`src/sv/cmkc_pkg.sv`:
```
// Types and constants shared by the motor kick controller.
package cmkc_pkg;

  localparam int unsigned IdW    = 11;
  localparam int unsigned LenW   = 4;
  localparam int unsigned ByteW  = 8;
  localparam int unsigned PulseW = 12;
  localparam int unsigned MsW    = 16;
  localparam int unsigned CountW = 17;
  localparam int unsigned CfgIdxW  = 3;
  localparam int unsigned CfgDataW = 16;
  localparam int unsigned InDataW  = 24;
  localparam int unsigned OutDataW = 16;

  localparam logic [PulseW-1:0] NeutralPulse = PulseW'(1500);
  localparam logic [CountW-1:0] CountMax     = {CountW{1'b1}};

  localparam logic [ByteW-1:0] CmdStop   = 8'h00;
  localparam logic [ByteW-1:0] CmdSpeed1 = 8'h01;
  localparam logic [ByteW-1:0] CmdSpeed2 = 8'h02;
  localparam logic [ByteW-1:0] CmdSpeed3 = 8'h03;
  localparam logic [ByteW-1:0] CmdSpeed4 = 8'h04;
  localparam logic [ByteW-1:0] CmdEmpty  = 8'hFF;

  localparam logic ActTick = 1'b0;
  localparam logic ActMsg  = 1'b1;

  typedef enum logic [1:0] {
    ModeStopped = 2'd0,
    ModeKicking = 2'd1,
    ModeRunning = 2'd2
  } mode_e;

  typedef enum logic [CfgIdxW-1:0] {
    RegTargetId   = 3'd0,
    RegSpeedOne   = 3'd1,
    RegSpeedTwo   = 3'd2,
    RegSpeedThree = 3'd3,
    RegSpeedFour  = 3'd4,
    RegKickPulse  = 3'd5,
    RegKickMs     = 3'd6,
    RegTimeoutMs  = 3'd7
  } cfg_reg_e;

endpackage

```
`src/sv/can_command_motor_kick_controller.sv`:
```
// Motor kick controller: bus command and tick stream in, servo drive stream out.
//
// Input channel s_axis: one item per tick (tuser = 0) or received bus message
// (tuser = 1). tdata carries msg_id, msg_len and cmd_byte. Each item yields
// exactly one result item on m_axis: the servo pulse width now driven and the
// motor mode (0 stopped, 1 kicking, 2 running).
// Configuration: cfg_we_i writes cfg_data_i into register cfg_idx_i at a clock
// edge; write only while no item is in flight.
// An item's result is registered in the output register, or in the skid
// register while m_axis stalls. Throughput: one item per cycle while tready is
// high; the state update is one compare and select pass between state registers.
// Stalls: an output register plus one skid register hold results, so s_axis
// takes an item whenever the skid register is empty; with m_axis stalled, two
// results are held and s_axis then deasserts tready until one is taken.
// Reset: rst_ni clears the valid flags of both result registers, puts the motor
// in the stopped mode at the neutral pulse of 1500 us, clears both counters and
// loads the default register values.
module can_command_motor_kick_controller
  import cmkc_pkg::*;
(
  input  logic                clk_i,
  input  logic                rst_ni,
  input  logic                cfg_we_i,
  input  logic [CfgIdxW-1:0]  cfg_idx_i,
  input  logic [CfgDataW-1:0] cfg_data_i,
  input  logic                s_axis_tvalid,
  output logic                s_axis_tready,
  input  logic [InDataW-1:0]  s_axis_tdata,  // msg_id, msg_len, cmd_byte, zero pad
  input  logic                s_axis_tuser,  // action
  output logic                m_axis_tvalid,
  input  logic                m_axis_tready,
  output logic [OutDataW-1:0] m_axis_tdata   // drive_pulse_us, motor_mode, zero pad
);

  logic [IdW-1:0]    target_id_q;
  logic [PulseW-1:0] speed1_q, speed2_q, speed3_q, speed4_q, kick_pulse_q;
  logic [MsW-1:0]    kick_ms_q, timeout_q;

  mode_e             mode_q, mode_d;
  logic [PulseW-1:0] run_q, run_d, drive_q, drive_d;
  logic [CountW-1:0] kick_cnt_q, kick_cnt_d, sil_cnt_q, sil_cnt_d;

  logic                out_valid_q, skid_valid_q;
  logic [OutDataW-1:0] out_data_q, skid_data_q;

  logic [IdW-1:0]   msg_id;
  logic [LenW-1:0]  msg_len;
  logic [ByteW-1:0] cmd_byte, cmd;
  logic             in_hs, out_hs;
  logic [OutDataW-1:0] result;

  assign msg_id   = s_axis_tdata[IdW-1:0];
  assign msg_len  = s_axis_tdata[IdW+LenW-1:IdW];
  assign cmd_byte = s_axis_tdata[IdW+LenW+ByteW-1:IdW+LenW];
  assign cmd      = (msg_len != '0) ? cmd_byte : CmdEmpty;

  assign s_axis_tready = !skid_valid_q;
  assign in_hs         = s_axis_tvalid && s_axis_tready;
  assign out_hs        = m_axis_tvalid && m_axis_tready;
  assign m_axis_tvalid = out_valid_q;
  assign m_axis_tdata  = out_data_q;

  always_comb begin
    mode_d     = mode_q;
    run_d      = run_q;
    drive_d    = drive_q;
    kick_cnt_d = kick_cnt_q;
    sil_cnt_d  = sil_cnt_q;
    if (s_axis_tuser == ActTick) begin
      kick_cnt_d = (kick_cnt_q == CountMax) ? CountMax : kick_cnt_q + 1'b1;
      sil_cnt_d  = (sil_cnt_q == CountMax) ? CountMax : sil_cnt_q + 1'b1;
    end else if (msg_id == target_id_q) begin
      sil_cnt_d = '0;
      case (cmd)
        CmdSpeed1, CmdSpeed2, CmdSpeed3, CmdSpeed4: begin
          case (cmd)
            CmdSpeed1: run_d = speed1_q;
            CmdSpeed2: run_d = speed2_q;
            CmdSpeed3: run_d = speed3_q;
            default:   run_d = speed4_q;
          endcase
          if (mode_q == ModeStopped) begin
            mode_d     = ModeKicking;
            kick_cnt_d = '0;
            drive_d    = kick_pulse_q;
          end
        end
        CmdStop: begin
          mode_d  = ModeStopped;
          drive_d = NeutralPulse;
        end
        default: ;
      endcase
    end
    if (mode_d == ModeKicking && kick_cnt_d > CountW'(kick_ms_q)) begin
      mode_d  = ModeRunning;
      drive_d = run_d;
    end
    if (sil_cnt_d > CountW'(timeout_q) && mode_d != ModeStopped) begin
      mode_d  = ModeStopped;
      drive_d = NeutralPulse;
    end
  end

  assign result = {{(OutDataW-PulseW-2){1'b0}}, mode_d, drive_d};

  always_ff @(posedge clk_i or negedge rst_ni) begin
    if (!rst_ni) begin
      target_id_q  <= IdW'(769);
      speed1_q     <= PulseW'(1750);
      speed2_q     <= PulseW'(1770);
      speed3_q     <= PulseW'(1800);
      speed4_q     <= PulseW'(1823);
      kick_pulse_q <= PulseW'(2000);
      kick_ms_q    <= MsW'(75);
      timeout_q    <= MsW'(200);
    end else if (cfg_we_i) begin
      case (cfg_reg_e'(cfg_idx_i))
        RegTargetId:   target_id_q  <= cfg_data_i[IdW-1:0];
        RegSpeedOne:   speed1_q     <= cfg_data_i[PulseW-1:0];
        RegSpeedTwo:   speed2_q     <= cfg_data_i[PulseW-1:0];
        RegSpeedThree: speed3_q     <= cfg_data_i[PulseW-1:0];
        RegSpeedFour:  speed4_q     <= cfg_data_i[PulseW-1:0];
        RegKickPulse:  kick_pulse_q <= cfg_data_i[PulseW-1:0];
        RegKickMs:     kick_ms_q    <= cfg_data_i[MsW-1:0];
        RegTimeoutMs:  timeout_q    <= cfg_data_i[MsW-1:0];
        default: ;
      endcase
    end
  end

  always_ff @(posedge clk_i or negedge rst_ni) begin
    if (!rst_ni) begin
      mode_q     <= ModeStopped;
      run_q      <= NeutralPulse;
      drive_q    <= NeutralPulse;
      kick_cnt_q <= '0;
      sil_cnt_q  <= '0;
    end else if (in_hs) begin
      mode_q     <= mode_d;
      run_q      <= run_d;
      drive_q    <= drive_d;
      kick_cnt_q <= kick_cnt_d;
      sil_cnt_q  <= sil_cnt_d;
    end
  end

  always_ff @(posedge clk_i or negedge rst_ni) begin
    if (!rst_ni) begin
      out_valid_q  <= 1'b0;
      skid_valid_q <= 1'b0;
    end else begin
      if (!out_valid_q || out_hs) begin
        out_valid_q  <= skid_valid_q || in_hs;
        skid_valid_q <= 1'b0;
      end else if (in_hs) begin
        skid_valid_q <= 1'b1;
      end
    end
  end

  always_ff @(posedge clk_i) begin
    if (!out_valid_q || out_hs) begin
      out_data_q <= skid_valid_q ? skid_data_q : result;
      if (skid_valid_q && in_hs) begin
        skid_data_q <= result;
      end
    end else if (in_hs) begin
      skid_data_q <= result;
    end
  end

`ifndef SYNTH
  a_skid_needs_out: assert property (@(posedge clk_i) disable iff (!rst_ni)
    skid_valid_q |-> out_valid_q)
    else $error("skid register holds an item while output register is empty");

  a_stopped_neutral: assert property (@(posedge clk_i) disable iff (!rst_ni)
    mode_q == ModeStopped |-> drive_q == NeutralPulse)
    else $error("stopped mode drives a pulse other than neutral");

  a_tick_counts: assert property (@(posedge clk_i) disable iff (!rst_ni)
    (in_hs && s_axis_tuser == ActTick) |=> sil_cnt_q != '0)
    else $error("silence count did not advance on a tick");

  a_hs_fills_out: assert property (@(posedge clk_i) disable iff (!rst_ni)
    in_hs |=> out_valid_q)
    else $error("accepted item left no result");
`endif

endmodule

```
`config.mk`:
```
export PLATFORM = sky130hd
export DESIGN_NAME = can_command_motor_kick_controller
export DESIGN_NICKNAME = d
export VERILOG_FILES = /design/src/sv/cmkc_pkg.sv /design/src/sv/can_command_motor_kick_controller.sv
export SDC_FILE = /design/constraint.sdc
export NUM_CORES = 1
export LEC_CHECK = 0
export CORE_AREA = 2 2 132 230
export CTS_CLUSTER_DIAMETER = 150
export DETAILED_ROUTE_END_ITERATION = 10
export DIE_AREA = 0 0 134 232
export DONT_BUFFER_PORTS = 1
export PLACE_DENSITY_LB_ADDON = 0.15
export SKIP_CTS_REPAIR_TIMING = 1
export SLEW_MARGIN = 20
export SYNTH_ARGS = -nofsm -noshare
export SYNTH_HDL_FRONTEND = slang
export SYNTH_SLANG_ARGS = --single-unit
export TNS_END_PERCENT = 100
```
`constraint.sdc`:
```
create_clock -name clk_i -period 3.96 [get_ports clk_i]
set_clock_uncertainty 0.2 [all_clocks]
set_input_delay 0.594 -clock clk_i [delete_from_list [all_inputs] [get_ports clk_i]]
set_output_delay 0.594 -clock clk_i [all_outputs]
set_load 0.05 [all_outputs]
```
==> flow_summary.toml, run 1 <==
[synth]
synth.avg_cell_area_um2 = 10.9
yosys_most_used_dff = "dfrtp_1"
synth_cell_types = 66
synth_area_leader_cell = "dfrtp_1"
synth_cells = 920
synth_area_um2 = 10100
synth_top_cell_area_share_pct = 27.1
ys_seq_area_share_pct = 50.1
synth-edff-count = 28
synthArstFlopShare_pct = 85.5
ys_seq_elements = 193
yosys_warnings = 0
synthTopCellsByArea = "dfrtp_1 (27%), dfstp_2 (15%), mux2_2 (14%)"

[route]
drt_wl_total_um = 28900
drtIter0Drc = 529
route.detailed.drc = 0
via_count = 7477
routedWlPerCell_um = 20.2
drtPass1Iterations = 5
ant_nets = 0
via_per_inst = 5.23

[grt]
overflow = 0
grt_pass1_vias = 7723
antenna_found_initial = 0
grt_max_degree = 166
grt_pass1_wl_um = 43700
grt.total_usage_pct = 18.9

[floorplanning]
die_w_um = 134
die_h_um = 232
row_count = 83
core_um2 = 29200
initial_core_util_pct = 34.5
ios = 67
dieArea_um2 = 31100

[clock_network]
clkSinkCount = 193
tritoncts = "yes"
cts_buffers = 17
cts_max_path_buffers = 2
cts-root-buf = "clkbuf_16"
insertion_delay_ps = 460
htree_levels = 4
clkTransAtPathRegs_ps = 70

[power_and_ir_drop]
p_per_area_nw_per_um2 = 536
p_comb_share_pct = 31.4
p_seq_share_pct = 41.4
swShare_pct = 31.4
power.switching_w = 0.00212
cellLeakagePower_nw = 5.20
peakVddDrop_uv = 326
clockPowerShare_pct = 27.2
p_int_w = 0.00462

[sta]
max_freq_ghz = 0.234
finalSetupViolations = 41
rsz0062_at_grt = "true"
hold_viol = 165
tns_ps = -8220
whs_ps = -368
period_share_pct = 108
relSlewSlack_pct = 26.4
post-route-min-period_ps = 4270
fin_ws_ps = -308
final_max_slew_viol_count = 0
max_slew.worst_pin.slew_ps = 1100

[finish]
final_util_pct = 43.1
instances_no_fill = 1429
diodes = 0
nets = 1117
area_growth_pct = 24.9
fillCellCount = 2768
drive_above_1_share_pct = 42.2
stdcell_area_um2 = 12600

[flow_run]
max-cap-violations = 0

[critical_path]
ff2ff_setup_slack_ps = -310
path_max_fanout = 17
r2r_end = "m_axis_tdata[12]"
rr_startpoint = "sil_cnt_q[0]"
startpoint_type = "flop"
critPathCaptureType = "flop"
critical_path_class = "reg -> reg"
reg2reg_depth = 19
critical_path_required_ps = 3970
crit_arrival_ps = 4280

[hold_path]
hold_class = "in -> async"

[placed_design]
placed_cells = 1382
io_buffers = 0
place_congestion = 0.803
dpl_cell_area_um2 = 11400
dp_hpwl_um = 19900

[outcome]
status = "finished with violations"
violations = "hold timing, setup timing"
-- worst max-delay path: stages, from the launching register on --
cell and delay (ps):
dfrtp_1 360, ha_2 190, and3_4 200, nand4_1 140, nor3_2 270, buf_4 170
a21oi_4 60, a21oi_2 150, nor2_2 40, a311oi_2 300, ha_1 220, nand4_1 120
nor2_2 170, nand3_2 100, a311o_1 310, a31oi_2 200, a211oi_4 60, buf_12 160
or2_4 330, a32o_1 270
-- placed cells by master, fill, tap and decap left out, types with 8 or more instances in the layout --
master and n:
a21oi_1 21, a222oi_1 12, a22oi_1 8, a22oi_2 10
a31oi_1 14, buf_4 131, clkbuf_16 18, dfrtp_1 109
dfstp_2 56, edfxtp_1 28, ha_1 31, inv_1 36
mux2_2 127, mux2i_1 13, nand2_1 120, nand3_1 12
nand4_1 16, nor2_1 56, nor3_1 10, o21ai_0 25
xnor2_1 21
-- state kept, by name, summed over array words and instances (netlist names), 14 cells and up --
register	flops
kick_cnt_q	17
timeout_q	16
kick_ms_q	16
m_axis_tdata	14
sil_cnt_q	17
skid_data_q	14
-- through the flow --
step / worst slack [ps] / hold WS [ps] / power [W]
floorplan: -288 / 98.4 / 0.00394
detailed placement: -529 / 106 / 0.00472
finish: -308 / -368 / 0.00674
global route: -459 / -403 / 0.00715
CTS: -549 / -398 / 0.00659
global placement: -524 / 106 / 0.00468
-- cell type report --
| cell class | count | area (µm²) | share of cell area, % |
|---|---|---|---|
| inverter | 37 | 139 | 1.10 |
| sequential | 193 | 5040 | 40.1 |
| clock inverter | 14 | 180 | 1.43 |
| timing repair buffer | 141 | 1140 | 9.03 |
| tap | 382 | 478 | 3.80 |
| multi-input combinational | 644 | 5170 | 41.1 |
| clock buffer | 18 | 429 | 3.41 |
-- worst max path at each step --
stage	start	end	slack, ps	cells past startpoint
final	sil_cnt_q[0]	m_axis_tdata[12]	-310	19
after global routing	sil_cnt_q[1]	m_axis_tdata[12]	-460	19
after detailed placement	s_axis_tdata[19]	m_axis_tdata[5]	-530	15
after floorplan	s_axis_tdata[19]	m_axis_tdata[10]	-290	17
after global placement	s_axis_tdata[19]	m_axis_tdata[5]	-520	15
after CTS	sil_cnt_q[1]	m_axis_tdata[3]	-550	19
-- synth_stat cells (4+ instances only) --
library cell,count
buf_1,6
dfrtp_1,109
and2_1,6
nand3_1,13
xnor2_1,22
a21oi_1,27
a21boi_0,7
mux2i_1,14
and3_1,9
clkbuf_1,29
o21ai_0,27
nor4_1,4
or3_1,4
ha_1,34
a222oi_1,12
nor3_1,14
a211oi_1,7
o21a_1,6
a31oi_1,19
nor2_1,61
nand2_1,124
o31ai_1,15
dfstp_2,56
edfxtp_1,28
inv_1,36
buf_2,8
nand4_1,16
mux2_2,128
a22oi_1,18
-- power by group through the flow --
stage	clock network (W)	logic (W)	registers (W)
floorplan	0	0.00113	0.00281
global placement	0	0.00187	0.00282
detailed placement	0	0.00189	0.00283
CTS	0.00189	0.00190	0.00279
global route	0.00196	0.00234	0.00284
finish	0.00183	0.00211	0.00279
-- metal layers --
layer  vias to the layer above  wire length, µm  track usage [%]
met2                       117            16000             35.4
met1                      3763            10900             20.1
met4                         0             1090             8.84
met5                         -                0                0
met3                        53              932             3.75
li1                       3544                -                -
-- logic make-up (layout without fill, tap and decap cells) --
| family | after synthesis | count (layout) | synth area share, % |
|---|---|---|---|
| AO/OA/AOI/OAI | 161 | 161 | 11.1 |
| XOR/XNOR | 24 | 24 | 2.09 |
| AND/OR/NAND/NOR | 280 | 281 | 13.3 |
| other | 1 | 2 | 0.0372 |
| buffers and inverters | 85 | 210 | 3.53 |
| multiplexers | 142 | 142 | 15.7 |
| adder cells (fa/ha/maj) | 34 | 34 | 4.23 |
| flip-flops | 193 | 193 | 50.1 |
Note: power is estimated with default switching activity, not from simulation.
==> run 2: changes to the inputs <==
--- a/config.mk
+++ b/config.mk
@@ -5,10 +5,10 @@
 export SDC_FILE = /design/constraint.sdc
 export NUM_CORES = 1
 export LEC_CHECK = 0
-export CORE_AREA = 2 2 132 230
+export CORE_AREA = 2 2 173 175
 export CTS_CLUSTER_DIAMETER = 150
 export DETAILED_ROUTE_END_ITERATION = 10
-export DIE_AREA = 0 0 134 232
+export DIE_AREA = 0 0 175 177
 export DONT_BUFFER_PORTS = 1
 export PLACE_DENSITY_LB_ADDON = 0.15
 export SKIP_CTS_REPAIR_TIMING = 1
==> run 2 against run 1 <==
Compared with the run above:
- largest cell class is now sequential cells
- utilization is 1.1 points lower
- critical path type unchanged
- sequential cell count unchanged
- combinational power fell by 9%
- final area down 2.2%
- the flow still finishes with violations (hold timing, setup timing)
==> flow_summary.toml, run 2 (same netlist as run 1, synthesis figures left out) <==
[finish]
nets = 1095
multi_input_area_um2 = 5010
fillCellCount = 2796
stdcell_area_um2 = 12300
diodes = 0
final_cell_mix = "mux2_2 (126), nand2_1 (121), dfrtp_1 (109)"
area_growth_pct = 22.1
drive_above_1_share_pct = 39.4
top_regs = "kick_cnt_q (17), sil_cnt_q (17)"
instances_no_fill = 1415
final_common_cell = "mux2_2"
ff_latch_area_um2 = 5040
final_util_pct = 42.0

[sta]
relSlewSlack_pct = 28.6
rsz0062_at_grt = "true"
period_share_pct = 110
max_freq_ghz = 0.229
finalSetupViolations = 42
final_max_slew_viol_count = 0
fin_ws_ps = -398
whs_ps = -358
tns_ps = -11130
max_slew.worst_pin.slew_ps = 1060
post-route-min-period_ps = 4360
hold_viol = 165

[critical_path]
crit_arrival_ps = 4350
critical_path_required_ps = 3950
crit_family = "compound AO/OA/AOI/OAI gates"
max_stage_delay_ps = 560
crit_path_top_delay_cell = "dfstp_2"
critPathCaptureType = "flop"
path_max_fanout = 7
crit_path_cell_trace = "xnor2_2 > nand4_1 > or3_4 > buf_6 > nand2b_4 > buf_4 > nand2_2 > a21oi_2 > ha_2 > a21o_1 > nand3_2 > a21oi_2 > o41a_1 > o41ai_4 > buf_4 > a21oi_4 > buf_6 > mux2i_1 > buf_4 > a31oi_4"
crit_top_cell = "buf_4"
worst-path-buf-inv = 5
critical_path_class = "reg -> reg"
startpoint_type = "flop"

[power_and_ir_drop]
peakVddDrop_uv = 269
cellLeakagePower_nw = 5.09
p_per_area_nw_per_um2 = 539

[placed_design]
dp_hpwl_um = 17200
io_buffers = 0
placed_cells = 1370
dpl_cell_area_um2 = 11200
place_congestion = 0.755

[clock_network]
cts-root-buf = "clkbuf_16"
cts_max_path_buffers = 2
insertion_delay_ps = 460
cts_buffers = 17
clkSinkCount = 193
clkTransAtPathRegs_ps = 90
tritoncts = "yes"
htree_levels = 4

[floorplanning]
die_w_um = 175
row_count = 63
die_h_um = 177
dieArea_um2 = 31000
ios = 67
initial_core_util_pct = 34.4
core_um2 = 29200

[route]
drtIter0Drc = 438
drt_wl_total_um = 25800
via_count = 7275
routedWlPerCell_um = 18.3
ant_nets = 0
route.detailed.drc = 0
drtPass1Iterations = 6
via_per_inst = 5.14

[grt]
grt_pass1_vias = 7238
grt.total_usage_pct = 17.1
grt_max_degree = 166
antenna_found_initial = 0
grt_pass1_wl_um = 41000
overflow = 0

[outcome]
violations = "hold timing, setup timing"
status = "finished with violations"

[hold_path]
hold_class = "in -> async"

[flow_run]
max-cap-violations = 0
run 2: changes by cell type in the layout (fill, tap and decap cells not counted), sizes merged:
cell | before | now
buf | 140 | 118
clkinv | 5 | 8
clkinvlp | 3 | 0
clkbuf | 19 | 17
inv | 40 | 42
a21oi | 29 | 30
bufinv | 3 | 2
run 2: power by group:
part / switching, W / internal (W) / total [W]
Combinational: 0.000906 / 0.00102 / 0.00193
Sequential: 0.000284 / 0.00250 / 0.00278
Clock: 0.000923 / 0.000991 / 0.00191
run 2: final cells by class:
type | count | area share, %
sequential | 193 | 41.0
clock buffer | 17 | 3.46
inverter | 37 | 1.13
timing repair buffer | 118 | 7.72
tap | 390 | 3.97
clock inverter | 15 | 1.94
multi-input combinational | 645 | 40.8
run 2: final timing paths:
kind | start | to | slack, ps | cells past startpoint
min in group clk_i | s_axis_tvalid | m_axis_tvalid | 50 | 2
worst min register to register | run_q[4] | run_q[4] | 260 | 2
worst max-delay path | target_id_q[8] | m_axis_tdata[10] | -400 | 20
worst min-delay path | rst_ni | sil_cnt_q[11] | -360 | 0
worst max register to register | target_id_q[8] | m_axis_tdata[10] | -400 | 20
max in group asynchronous | rst_ni | run_q[10] | 3550 | 0
run 2: through the flow:
stage | total power (W) | worst slack, ps
after CTS | 0.00656 | -539
after global placement | 0.00460 | -655
after global routing | 0.00704 | -642
after floorplan | 0.00394 | -288
final | 0.00662 | -398
after detailed placement | 0.00462 | -767
run 2: worst reg2reg max path, stage by stage (launching register included):
cell and delay, ps:
dfstp_2 560, xnor2_2 100, nand4_1 140, or3_4 440
buf_6 140, nand2b_4 170, buf_4 150, nand2_2 70
a21oi_2 60, ha_2 160, a21o_1 180, nand3_2 70
a21oi_2 50, o41a_1 440, o41ai_4 360, buf_4 190
a21oi_4 100, buf_6 160, mux2i_1 130, buf_4 150
a31oi_4 80
run 2: metal layers:
metal | track usage [%] | wire, µm
met1 | 24.9 | 13000
met2 | 25.9 | 11600
met3 | 3.11 | 904
met4 | 4.86 | 338
met5 | 0 | 0
